===== src/hdl/ett_pkg.sv =====
`timescale 1ns / 1ps
`default_nettype none

package ett_pkg;

   localparam int HASH_ENTRIES_DEFAULT = 16;
   localparam int TAG_ENTRIES_DEFAULT  = 16;

   localparam logic [47:0] TIMEOUT_RESET    = 48'd5000;
   localparam logic [47:0] ABSENT_AGE_RESET = 48'd600000;

   localparam int CSR_ADDR_W = 4;

   // commands
   localparam logic [1:0] CMD_INSERT = 2'd0;
   localparam logic [1:0] CMD_LOOKUP = 2'd1;
   localparam logic [1:0] CMD_REMOVE = 2'd2;
   localparam logic [1:0] CMD_QUERY  = 2'd3;

   // result status codes
   localparam logic [1:0] ST_OK        = 2'd0;
   localparam logic [1:0] ST_NOT_FOUND = 2'd1;
   localparam logic [1:0] ST_FULL      = 2'd2;
   localparam logic [1:0] ST_COLLIDE   = 2'd3;

   typedef struct packed {
      logic [1:0]  cmd;
      logic [47:0] now;
      logic [31:0] hash;
      logic [15:0] tag;
   } req_type;

   typedef struct packed {
      logic [1:0]  status;
      logic [47:0] time_value;
      logic [15:0] tag_value;
      logic [4:0]  entry_count;
   } rsp_type;

   typedef struct packed {
      logic        valid;
      logic [31:0] key;
      logic [47:0] stamp;
      logic [15:0] owner;
   } hash_entry_type;

   typedef struct packed {
      logic        valid;
      logic [15:0] key;
      logic [47:0] stamp;
   } tag_entry_type;

   typedef enum logic [1:0] {
      FSM_IDLE,
      FSM_PASS1,
      FSM_PASS2
   } fsm_type;

endpackage

`default_nettype wire


===== src/hdl/ett_hash_cell.sv =====
`timescale 1ns / 1ps
`default_nettype none

// One slot of the hash ring; takes its neighbor's entry on each shift.
module ett_hash_cell (
   input  wire logic                    clock,
   input  wire logic                    reset,
   input  wire logic                    shift,
   input  wire ett_pkg::hash_entry_type d,
   output ett_pkg::hash_entry_type      q
);

   logic        valid_ff;
   logic [31:0] key_ff;
   logic [47:0] stamp_ff;
   logic [15:0] owner_ff;

   // valid bit is control, cleared by reset
   always_ff @(posedge clock) begin
      if (reset) begin
         valid_ff <= 1'b0;
      end else if (shift) begin
         valid_ff <= d.valid;
      end
   end

   // payload
   always_ff @(posedge clock) begin
      if (shift) begin
         key_ff   <= d.key;
         stamp_ff <= d.stamp;
         owner_ff <= d.owner;
      end
   end

   assign q = '{valid: valid_ff, key: key_ff, stamp: stamp_ff, owner: owner_ff};

endmodule

`default_nettype wire


===== src/hdl/ett_tag_cell.sv =====
`timescale 1ns / 1ps
`default_nettype none

// One slot of the tag ring; takes its neighbor's entry on each shift.
module ett_tag_cell (
   input  wire logic                   clock,
   input  wire logic                   reset,
   input  wire logic                   shift,
   input  wire ett_pkg::tag_entry_type d,
   output ett_pkg::tag_entry_type      q
);

   logic        valid_ff;
   logic [15:0] key_ff;
   logic [47:0] stamp_ff;

   always_ff @(posedge clock) begin
      if (reset) begin
         valid_ff <= 1'b0;
      end else if (shift) begin
         valid_ff <= d.valid;
      end
   end

   always_ff @(posedge clock) begin
      if (shift) begin
         key_ff   <= d.key;
         stamp_ff <= d.stamp;
      end
   end

   assign q = '{valid: valid_ff, key: key_ff, stamp: stamp_ff};

endmodule

`default_nettype wire


===== src/hdl/expiring_transaction_table.sv =====
// A command runs one rotation of both rings (PASS1), L = max(HASH_ENTRIES, TAG_ENTRIES) slots,
// then registers the rsp_valid strobe; an insert that is taken needs a second rotation (PASS2).
// The block takes no new command while busy; start is taken again in the cycle the strobe shows.
// During a pass each ring rotates one slot per cycle past its own head unit until every slot is seen.
// Results cannot be stalled. Synchronous reset clears all valid bits and the control registers.
`timescale 1ns / 1ps
`default_nettype none

module expiring_transaction_table #(
   parameter int HASH_ENTRIES = ett_pkg::HASH_ENTRIES_DEFAULT,
   parameter int TAG_ENTRIES  = ett_pkg::TAG_ENTRIES_DEFAULT
) (
   input  wire logic                              clock,
   input  wire logic                              reset,
   input  wire logic                              start,
   output logic                                   busy,
   input  wire ett_pkg::req_type                  req_data,
   output logic                                   rsp_valid,
   output ett_pkg::rsp_type                       rsp_data,
   input  wire logic                              psel,
   input  wire logic                              penable,
   input  wire logic                              pwrite,
   input  wire logic [ett_pkg::CSR_ADDR_W-1:0]    paddr,
   input  wire logic [63:0]                       pwdata,
   output logic [63:0]                            prdata,
   output logic                                   pready
);

   localparam int L    = (HASH_ENTRIES > TAG_ENTRIES) ? HASH_ENTRIES : TAG_ENTRIES;
   localparam int CW   = (L > 1) ? $clog2(L) : 1;
   localparam int CNTW = $clog2(HASH_ENTRIES + 1);

   typedef struct packed {
      logic hfound;
      logic hcollide;
      logic hfree;
      logic tfound;
      logic tfree;
      logic hwritten;
      logic twritten;
   } flags_type;

   ett_pkg::fsm_type state_ff, state_in;
   logic [CW-1:0]    cnt_ff, cnt_in;
   ett_pkg::req_type req_ff, req_in;
   logic [47:0]      limit_ff, limit_in;
   logic             expire_en_ff, expire_en_in;
   flags_type        flags_ff, flags_in;
   logic [47:0]      cap_time_ff, cap_time_in;
   logic [15:0]      cap_owner_ff, cap_owner_in;
   logic [CNTW-1:0]  count_ff, count_in;
   logic             rsp_valid_ff, rsp_valid_in;
   ett_pkg::rsp_type rsp_ff, rsp_in;
   logic [47:0]      timeout_ff, timeout_in;
   logic [47:0]      absent_ff, absent_in;

   ett_pkg::hash_entry_type hash_q [HASH_ENTRIES];
   ett_pkg::tag_entry_type  tag_q  [TAG_ENTRIES];
   ett_pkg::hash_entry_type hash_head;
   ett_pkg::tag_entry_type  tag_head;
   logic hash_shift, tag_shift;

   // hash ring: slot 0 passes through the head unit into the last slot
   for (genvar i = 0; i < HASH_ENTRIES; i++) begin : g_hash
      if (i == HASH_ENTRIES - 1) begin : g_last
         ett_hash_cell u_cell (.clock, .reset, .shift(hash_shift), .d(hash_head),
                               .q(hash_q[i]));
      end else begin : g_mid
         ett_hash_cell u_cell (.clock, .reset, .shift(hash_shift), .d(hash_q[i+1]),
                               .q(hash_q[i]));
      end
   end

   // tag ring
   for (genvar i = 0; i < TAG_ENTRIES; i++) begin : g_tag
      if (i == TAG_ENTRIES - 1) begin : g_last
         ett_tag_cell u_cell (.clock, .reset, .shift(tag_shift), .d(tag_head),
                              .q(tag_q[i]));
      end else begin : g_mid
         ett_tag_cell u_cell (.clock, .reset, .shift(tag_shift), .d(tag_q[i+1]),
                              .q(tag_q[i]));
      end
   end

   // CSR access
   logic csr_wr;
   assign csr_wr = psel & penable & pwrite & pready;
   assign pready = 1'b1;
   assign prdata = paddr[3] ? {16'b0, absent_ff} : {16'b0, timeout_ff};

   always_comb begin
      timeout_in = timeout_ff;
      absent_in  = absent_ff;
      if (csr_wr) begin
         if (paddr[3]) begin
            absent_in = pwdata[47:0];
         end else begin
            timeout_in = pwdata[47:0];
         end
      end
   end

   // sequencer and head units
   always_comb begin
      logic        is_p1, is_p2, last, exp_cmd, hv, hit, tv, thit, full;
      logic [CNTW+4:0] cnt_ext;

      state_in     = state_ff;
      cnt_in       = cnt_ff;
      req_in       = req_ff;
      limit_in     = limit_ff;
      expire_en_in = expire_en_ff;
      flags_in     = flags_ff;
      cap_time_in  = cap_time_ff;
      cap_owner_in = cap_owner_ff;
      count_in     = count_ff;
      rsp_valid_in = 1'b0;
      rsp_in       = rsp_ff;
      hash_head    = hash_q[0];
      tag_head     = tag_q[0];
      hv           = 1'b0;
      hit          = 1'b0;
      tv           = 1'b0;
      thit         = 1'b0;
      full         = 1'b0;
      cnt_ext      = '0;

      is_p1   = (state_ff == ett_pkg::FSM_PASS1);
      is_p2   = (state_ff == ett_pkg::FSM_PASS2);
      last    = (cnt_ff == CW'(L - 1));
      exp_cmd = (req_ff.cmd == ett_pkg::CMD_INSERT) || (req_ff.cmd == ett_pkg::CMD_REMOVE);

      hash_shift = (is_p1 | is_p2) && ({1'b0, cnt_ff} < (CW+1)'(HASH_ENTRIES));
      tag_shift  = (is_p1 | is_p2) && ({1'b0, cnt_ff} < (CW+1)'(TAG_ENTRIES));

      // hash head: search, expire, erase, fill
      if (hash_shift && is_p1) begin
         hv  = hash_q[0].valid;
         // match taken before expiry: a remove still finds a stale entry
         hit = hv && (hash_q[0].key == req_ff.hash);
         if (exp_cmd && expire_en_ff && hv && (hash_q[0].stamp <= limit_ff)) begin
            hv = 1'b0;
         end
         case (req_ff.cmd)
            ett_pkg::CMD_INSERT: begin
               if (hit && hv) flags_in.hcollide = 1'b1;
               if (!hv) flags_in.hfree = 1'b1;
            end
            ett_pkg::CMD_LOOKUP: begin
               if (hit) begin
                  flags_in.hfound = 1'b1;
                  cap_time_in     = hash_q[0].stamp;
                  cap_owner_in    = hash_q[0].owner;
               end
            end
            ett_pkg::CMD_REMOVE: begin
               if (hit) begin
                  flags_in.hfound = 1'b1;
                  hv              = 1'b0;
               end
            end
            default: ;
         endcase
         hash_head.valid = hv;
         count_in = count_ff + CNTW'(hv);
      end
      if (hash_shift && is_p2 && !hash_q[0].valid && !flags_ff.hwritten) begin
         hash_head.valid   = 1'b1;
         hash_head.key     = req_ff.hash;
         hash_head.stamp   = req_ff.now;
         hash_head.owner   = req_ff.tag;
         flags_in.hwritten = 1'b1;
         count_in          = count_ff + CNTW'(1);
      end

      // tag head: expire, search, refresh, fill
      if (tag_shift && is_p1) begin
         tv = tag_q[0].valid;
         if (exp_cmd && expire_en_ff && tv && (tag_q[0].stamp <= limit_ff)) begin
            tv = 1'b0;
         end
         thit = tv && (tag_q[0].key == req_ff.tag);
         case (req_ff.cmd)
            ett_pkg::CMD_INSERT: begin
               if (thit) flags_in.tfound = 1'b1;
               if (!tv) flags_in.tfree = 1'b1;
            end
            ett_pkg::CMD_QUERY: begin
               if (thit) begin
                  flags_in.tfound = 1'b1;
                  cap_time_in     = tag_q[0].stamp;
               end
            end
            default: ;
         endcase
         tag_head.valid = tv;
      end
      if (tag_shift && is_p2) begin
         if (flags_ff.tfound) begin
            if (tag_q[0].valid && (tag_q[0].key == req_ff.tag)) begin
               tag_head.stamp = req_ff.now;
            end
         end else if (!tag_q[0].valid && !flags_ff.twritten) begin
            tag_head.valid    = 1'b1;
            tag_head.key      = req_ff.tag;
            tag_head.stamp    = req_ff.now;
            flags_in.twritten = 1'b1;
         end
      end

      cnt_ext = {5'b0, count_in};

      // next state and result
      case (state_ff)
         ett_pkg::FSM_IDLE: begin
            if (start) begin
               state_in     = ett_pkg::FSM_PASS1;
               cnt_in       = '0;
               req_in       = req_data;
               expire_en_in = (req_data.now >= timeout_ff);
               limit_in     = req_data.now - timeout_ff;
               flags_in     = '0;
               count_in     = '0;
               cap_time_in  = '0;
               cap_owner_in = '0;
            end
         end
         ett_pkg::FSM_PASS1: begin
            cnt_in = cnt_ff + CW'(1);
            if (last) begin
               cnt_in             = '0;
               rsp_in             = '0;
               rsp_in.entry_count = cnt_ext[4:0];
               rsp_valid_in       = 1'b1;
               state_in           = ett_pkg::FSM_IDLE;
               full = !flags_in.hfree || (!flags_in.tfound && !flags_in.tfree);
               case (req_ff.cmd)
                  ett_pkg::CMD_INSERT: begin
                     if (full) begin
                        rsp_in.status = ett_pkg::ST_FULL;
                     end else if (flags_in.hcollide) begin
                        rsp_in.status = ett_pkg::ST_COLLIDE;
                     end else begin
                        rsp_valid_in = 1'b0;
                        state_in     = ett_pkg::FSM_PASS2;
                     end
                  end
                  ett_pkg::CMD_LOOKUP: begin
                     if (flags_in.hfound) begin
                        rsp_in.status     = ett_pkg::ST_OK;
                        rsp_in.time_value = cap_time_in;
                        rsp_in.tag_value  = cap_owner_in;
                     end else begin
                        rsp_in.status = ett_pkg::ST_NOT_FOUND;
                     end
                  end
                  ett_pkg::CMD_REMOVE: begin
                     rsp_in.status = flags_in.hfound ? ett_pkg::ST_OK : ett_pkg::ST_NOT_FOUND;
                  end
                  default: begin
                     if (flags_in.tfound) begin
                        rsp_in.status     = ett_pkg::ST_OK;
                        rsp_in.time_value = cap_time_in;
                     end else begin
                        rsp_in.status     = ett_pkg::ST_NOT_FOUND;
                        rsp_in.time_value = (req_ff.now >= absent_ff) ?
                                            req_ff.now - absent_ff : 48'd0;
                     end
                  end
               endcase
            end
         end
         ett_pkg::FSM_PASS2: begin
            cnt_in = cnt_ff + CW'(1);
            if (last) begin
               cnt_in             = '0;
               rsp_in             = '0;
               rsp_in.status      = ett_pkg::ST_OK;
               rsp_in.entry_count = cnt_ext[4:0];
               rsp_valid_in       = 1'b1;
               state_in           = ett_pkg::FSM_IDLE;
            end
         end
         default: begin
            state_in = ett_pkg::FSM_IDLE;
         end
      endcase
   end

   // control registers
   always_ff @(posedge clock) begin
      if (reset) begin
         state_ff     <= ett_pkg::FSM_IDLE;
         cnt_ff       <= '0;
         rsp_valid_ff <= 1'b0;
         flags_ff     <= '0;
         count_ff     <= '0;
         timeout_ff   <= ett_pkg::TIMEOUT_RESET;
         absent_ff    <= ett_pkg::ABSENT_AGE_RESET;
      end else begin
         state_ff     <= state_in;
         cnt_ff       <= cnt_in;
         rsp_valid_ff <= rsp_valid_in;
         flags_ff     <= flags_in;
         count_ff     <= count_in;
         timeout_ff   <= timeout_in;
         absent_ff    <= absent_in;
      end
   end

   // payload registers
   always_ff @(posedge clock) begin
      req_ff       <= req_in;
      limit_ff     <= limit_in;
      expire_en_ff <= expire_en_in;
      cap_time_ff  <= cap_time_in;
      cap_owner_ff <= cap_owner_in;
      rsp_ff       <= rsp_in;
   end

   assign busy      = (state_ff != ett_pkg::FSM_IDLE);
   assign rsp_valid = rsp_valid_ff;
   assign rsp_data  = rsp_ff;

endmodule

`default_nettype wire


===== config.mk =====
export PLATFORM = sky130hd
export DESIGN_NAME = expiring_transaction_table
export DESIGN_NICKNAME = d
export VERILOG_FILES = /design/src/hdl/ett_pkg.sv /design/src/hdl/ett_hash_cell.sv /design/src/hdl/ett_tag_cell.sv /design/src/hdl/expiring_transaction_table.sv
export SDC_FILE = /design/constraint.sdc
export NUM_CORES = 2
export LEC_CHECK = 0
export BUFFER_PORTS_ARGS = -buffer_cell sky130_fd_sc_hd__buf_4
export CORE_MARGIN = 5
export CORE_UTILIZATION = 56
export DETAILED_ROUTE_END_ITERATION = 7
export MAX_ROUTING_LAYER = met4
export PLACE_DENSITY = 0.72
export SYNTH_ARGS = -nofsm -noshare
export SYNTH_HDL_FRONTEND = slang
export SYNTH_SLANG_ARGS = --single-unit

===== constraint.sdc =====
create_clock -name clock -period 66.3 [get_ports clock]
set_input_delay 3.315 -clock clock [delete_from_list [all_inputs] [get_ports clock]]
set_output_delay 3.315 -clock clock [all_outputs]
set_load 0.01 [all_outputs]

After elaboration in Yosys (flattened, before gate mapping). Index checks and enable logic that the tools add are counted.

Register bits after elaboration: 2989. Bits in latches: 0. Bits in writable memories: 0. Bits in read-only memories: 0. Bits of input ports: 172. Output and inout port bits: 138. Memories kept: 0.

$add $sub $neg: 5. Multipliers: 0. Div/mod/pow operators: 0. Order comparisons: 4. Equality and inequality tests: 11. Shift operators: 0. Mux-type cells: 78. Bitwise logic cells: 4. Reductions and logical operators: 39.

Operators by type and width (number): 48-bit two-way mux (12); 71-bit two-way mux (2); 71-bit case mux with 2 select lines (1); 65-bit two-way mux (2); 97-bit two-way mux (1); 48-bit >= comparator (2); 48-bit less-or-equal comparator (2); 16-bit two-way mux (6); 48-bit case mux with 2 select lines (1); 48-bit subtractor (2); 64-bit two-way mux (1); 49-bit two-way mux (1); 32-bit equality test (1); 1-bit two-way mux (27); 2-bit two-way mux (10); 5-bit two-way mux (4); 17-bit two-way mux (1); 16-bit equality test (1); 1-bit logical AND (15); 7-bit two-way mux (2); 4-bit two-way mux (2); 4-bit case mux with 2 select lines (1); 2-bit AND reduction (4); 2-bit OR reduction (4); other kinds (20) (36).

Logic depth before layout (Yosys ltp).
Depth after elaboration: 18. Depth in mapped cells: 17. Depth with buffers taken out: 17.

Cells and area by module. Synthesis repeated with hierarchy kept, for this count alone.

Cells, all modules: 5416. Area total of the unflattened synthesis: 103294.1 um^2.

Modules (own cells, without submodules): ett_hash_cell (instances 16, cells an instance 100, area an instance 2924.1 um^2); ett_tag_cell (instances 16, cells an instance 68, area an instance 1963.1 um^2); expiring_transaction_table (instances 1, cells an instance 2728, area an instance 25099.1 um^2).

Worst setup path after synthesis. OpenSTA, ideal clock, no wires.

Path kind: register to register. Start point: register state_ff[0]. End point: register g_hash[0].g_mid.u_cell.key_ff[0], enable pin. Setup time: 2998 ps. Data arrival time: 52162 ps. Data required time: 63302 ps. Setup slack: 11140 ps. Cell stages (with the launch flop): 3. Buffers on the path: 0. Cells stage by stage: dfxtp_1 -> inv_1 -> ha_1.

Cells in the longest elaborated chain, start to end: 2.

Ends and longest elaborated chain: start: declaration (RTL line expiring_transaction_table.sv:43) `ett_pkg::fsm_type state_ff, state_in;`; start signal: assignment (RTL line expiring_transaction_table.sv:293) `state_ff <= ett_pkg::FSM_IDLE;`; start signal: assignment (RTL line expiring_transaction_table.sv:301) `state_ff <= state_in;`; 2-bit by 1-bit equality test with 1-bit output or 2-bit equality test (tied branches) (RTL line expiring_transaction_table.sv:128, expiring_transaction_table.sv:129); 1-bit bitwise OR (*) (RTL line expiring_transaction_table.sv:133) `hash_shift = (is_p1 | is_p2) && ({1'b0, cnt_ff} < (CW+1)'(HASH_ENTRIES));`; named net g_hash[0].g_mid.u_cell.shift (RTL line ett_hash_cell.sv:8) `input wire logic shift,`; end signal: assignment (RTL line ett_hash_cell.sv:30) `key_ff <= d.key;`; end: declaration (RTL line ett_hash_cell.sv:14) `logic [31:0] key_ff;`.

Mark *: on every way through the listed nets, which the timed path passes. The rest lies on a longest branch. A chain may end at the register's enable or synchronous reset.

Worst setup path in the final report.
Start point: input paddr[3] in the netlist's numbering. End point: output prdata[32].

Cells in the longest elaborated chain, start to end: 1.

Ends and longest elaborated chain: start: declaration (RTL line expiring_transaction_table.sv:23) `input wire logic [ett_pkg::CSR_ADDR_W-1:0] paddr,`; 48-bit two-way mux (RTL line expiring_transaction_table.sv:89) `assign prdata = paddr[3] ? {16'b0, absent_ff} : {16'b0, timeout_ff};`; end: declaration (RTL line expiring_transaction_table.sv:25) `output logic [63:0] prdata,`.

No other way between the ends.

==> impl_metrics.ini <==
[run_status]
status = complete, no violations

[min_path]
min_path_cells = 0
min-delay-path-class = reg -> reg

[route]
ant_nets = 0
drt_iter0_markers = 3832
post-route-drc-count = 0
vias = 46700
wire_per_inst_um = 23.0
dr.pass1.iters = 7
detail_route.vias_per_cell = 5.44
routed_wirelength_um = 198000

[cts]
cts_tree = yes
clock_path_buffers = 4
htree_num_levels = 5
clkSinkCount = 2989
clk-insertion-delay-late_ns = 0.94
postCtsSetupBuffers = 0
hold_buffers = 0
cts_resized = 0
cts-buffers-inserted = 306
cts-root-buf = clkbuf_16
path_clk_slew_ns = 0.06

[floorplanning]
ioPinCount = 310
die-height_um = 440
core_um2 = 183000
placementRows = 157
die_w_um = 440
die-area_um2 = 193000
start_util_pct = 56.4

[synth]
yosysTopAreaCell = edfxtp_1
synthTopCellsByArea = edfxtp_1 81%, dfxtp_1 4.1%, ha_1 2.5%, mux2_2 2.1%, nand2_1 1.2%
seq_area_frac_synth_pct = 84.7
synthFlopType = edfxtp_1
synthCells = 5383
synth_seq_cells = 2989
netlist-cell-type-count = 84
yosys.area.top_type_share_pct = 80.6
synth_edf_count = 2778
async_flop_share_pct = 0
netlist_area_um2 = 103000
yosysWarnings = 0
syn-mean-instance-area_um2 = 19.2

[finish]
final_cells = 8582
layout_common_cells = 2,778 x edfxtp_1, 337 x nand2_1, 323 x buf_4
drive_gt1_share_pct = 15.7
nets = 6268
mostFrequentLayoutCell = edfxtp_1
syn_to_final_growth_pct = 13.9

[worst_setup_path]
required_ns = 62.98
crit_top_cell = buf_4
worstPathMaxFanout = 98
cp_slowest_stage_delay_ns = 0.73
path_cells = buf_4, o21ai_0, buf_4
critPathSlowestCell = buf_4
reg2reg_depth = 7
crit_arrival_ns = 4.98
worstSetupPathType = in -> out
cp-start-kind = primary input
r2r_slack_ns = 59.45
cp-end-kind = output pin

[global_route]
antenna_found_initial = 14
grt_pass1_wl_um = 291000
grt_max_degree = 224
grt_util_all_layers_pct = 21.0
grt_pass1_vias = 46400
grt_remaining_overflow = 0

[timing]
finClkSkew_ns = 0.0807
clock.fmax_mhz = 121
tightest_slew_ns = 1.23
setup_viol_count_final = 0
report.final.slew_viol_count = 0
tns_ns = 0
hold_violations = 0
setup_slack_ns = 58.01
period_share_pct = 12.5
rsz0062_at_grt = false
whs_ns = 0.368
final.min_clock_period_ns = 8.29
slew_headroom_pct = 18.0

[run]
max_cap_violations = 0

[placed_design]
place_hpwl_um = 125000
place_ws_ns = 58.02
dp.cells = 8044
gp_congestion = 0.932
portBuffers = 273

[power]
ir_worst_vdd_mv = 0.0310
power.density_nw_per_um2 = 34.6
p_leak_nw = 40.2
sequential cells by signal (all words and copies together) (netlist names), 2 cells and up:
| signal | count |
|---|---|
| g_hash.g_mid.u_cell.stamp_ff | 720 |
| g_tag.g_mid.u_cell.stamp_ff | 720 |
| g_hash.g_mid.u_cell.key_ff | 480 |
| g_hash.g_mid.u_cell.owner_ff | 240 |
| g_tag.g_mid.u_cell.key_ff | 240 |
| req_ff | 98 |
| rsp_data | 71 |
| absent_ff | 48 |
| cap_time_ff | 48 |
| g_hash.g_last.u_cell.stamp_ff | 48 |
| g_tag.g_last.u_cell.stamp_ff | 48 |
| limit_ff | 48 |
| timeout_ff | 48 |
| g_hash.g_last.u_cell.key_ff | 32 |
| cap_owner_ff | 16 |
| g_hash.g_last.u_cell.owner_ff | 16 |
| g_tag.g_last.u_cell.key_ff | 16 |
| g_hash.g_mid.u_cell.valid_ff | 15 |
| g_tag.g_mid.u_cell.valid_ff | 15 |
| flags_ff | 7 |
| count_ff | 5 |
| cnt_ff | 4 |
| state_ff | 2 |
power breakdown:
part	switching, mW	total (mW)	internal [mW]
registers	0.0463	2.28	2.24
logic	0.140	0.192	0.0518
clock network	0.670	1.61	0.938
total	0.856	4.08	3.23
routing by layer:
metal | GRT usage, % | up-vias | part of all wire (%)
li1 | - | 21600 | -
met1 | 27.5 | 23500 | 42
met2 | 32.7 | 1184 | 48
met3 | 2.92 | 473 | 3.8
met4 | 10.7 | 0 | 5.4
met5 | - | - | 0
critical path, delay by kind of cell:
family | cells | cell delay [ns]
buffers and inverters | 2 | 1.02
AOI/OAI and AO/OA | 1 | 0.52
worst paths after layout:
path | to | startpoint
setup / recovery | prdata[32] | paddr[3]
hold reg to reg | g_tag[14].g_mid.u_cell.stamp_ff[16]$_DFFE_PP_ | g_tag[15].g_last.u_cell.stamp_ff[16]$_DFFE_PP_
hold / removal | g_tag[14].g_mid.u_cell.stamp_ff[16]$_DFFE_PP_ | g_tag[15].g_last.u_cell.stamp_ff[16]$_DFFE_PP_
setup reg to reg | g_tag[10].g_mid.u_cell.stamp_ff[38]$_DFFE_PP_ | state_ff[0]$_SDFFE_PP0P_
cell usage after synthesis, drive strengths merged (8+ instances only):
library cell and instances:
nor2 237, nand2b 23, mux2 195, nand3 24, o21ai 144, nor2b 19
ha 206, a211oi 18, o22a 33, o31ai 10, buf 54, a211o 17
nor4 22, dfxtp 211, mux2i 98, a31oi 13, nand4 42, a21boi 8
o21a 16, o22ai 10, and4 9, xor2 65, inv 190, a21o 47
nor3 18, o211ai 12, a21oi 249, xnor2 68, nand2 337, o21bai 19
clkbuf 90, edfxtp 2778, and3 16
through the flow:
| step | cell area (um^2) | util (%) | power [mW] |
|---|---|---|---|
| after floorplan | 104000 | - | 2.79 |
| after global placement | 109000 | 59.1 | 2.50 |
| after detailed placement | 109000 | 59.1 | 2.51 |
| after CTS | 118000 | 64.2 | 4.13 |
| after global routing | 118000 | 64.2 | 4.24 |
| final | 118000 | 64.2 | 4.08 |
area by class of cell:
class	count	area, um^2
Clock inverter	142	1200
Inverter	190	713
Timing Repair Buffer	326	2480
Multi-Input combinational cell	2075	14600
Sequential cell	2989	87600
Tap cell	2464	3080
Antenna cell	10	25.0
Fill cell	12300	65600
Clock buffer	386	8140
kinds of logic after synthesis:
group	after synthesis	share of synthesized area [%]
XOR/XNOR	133	1.13
flip-flops	2989	84.7
adder cells (fa/ha/maj)	208	2.53
buffers and inverters	334	1.35
AND/OR/NAND/NOR	781	3.35
other	2	0.00726
multiplexers	293	3.07
AO/OA/AOI/OAI	643	3.87
(Power assumes the default switching activity.)
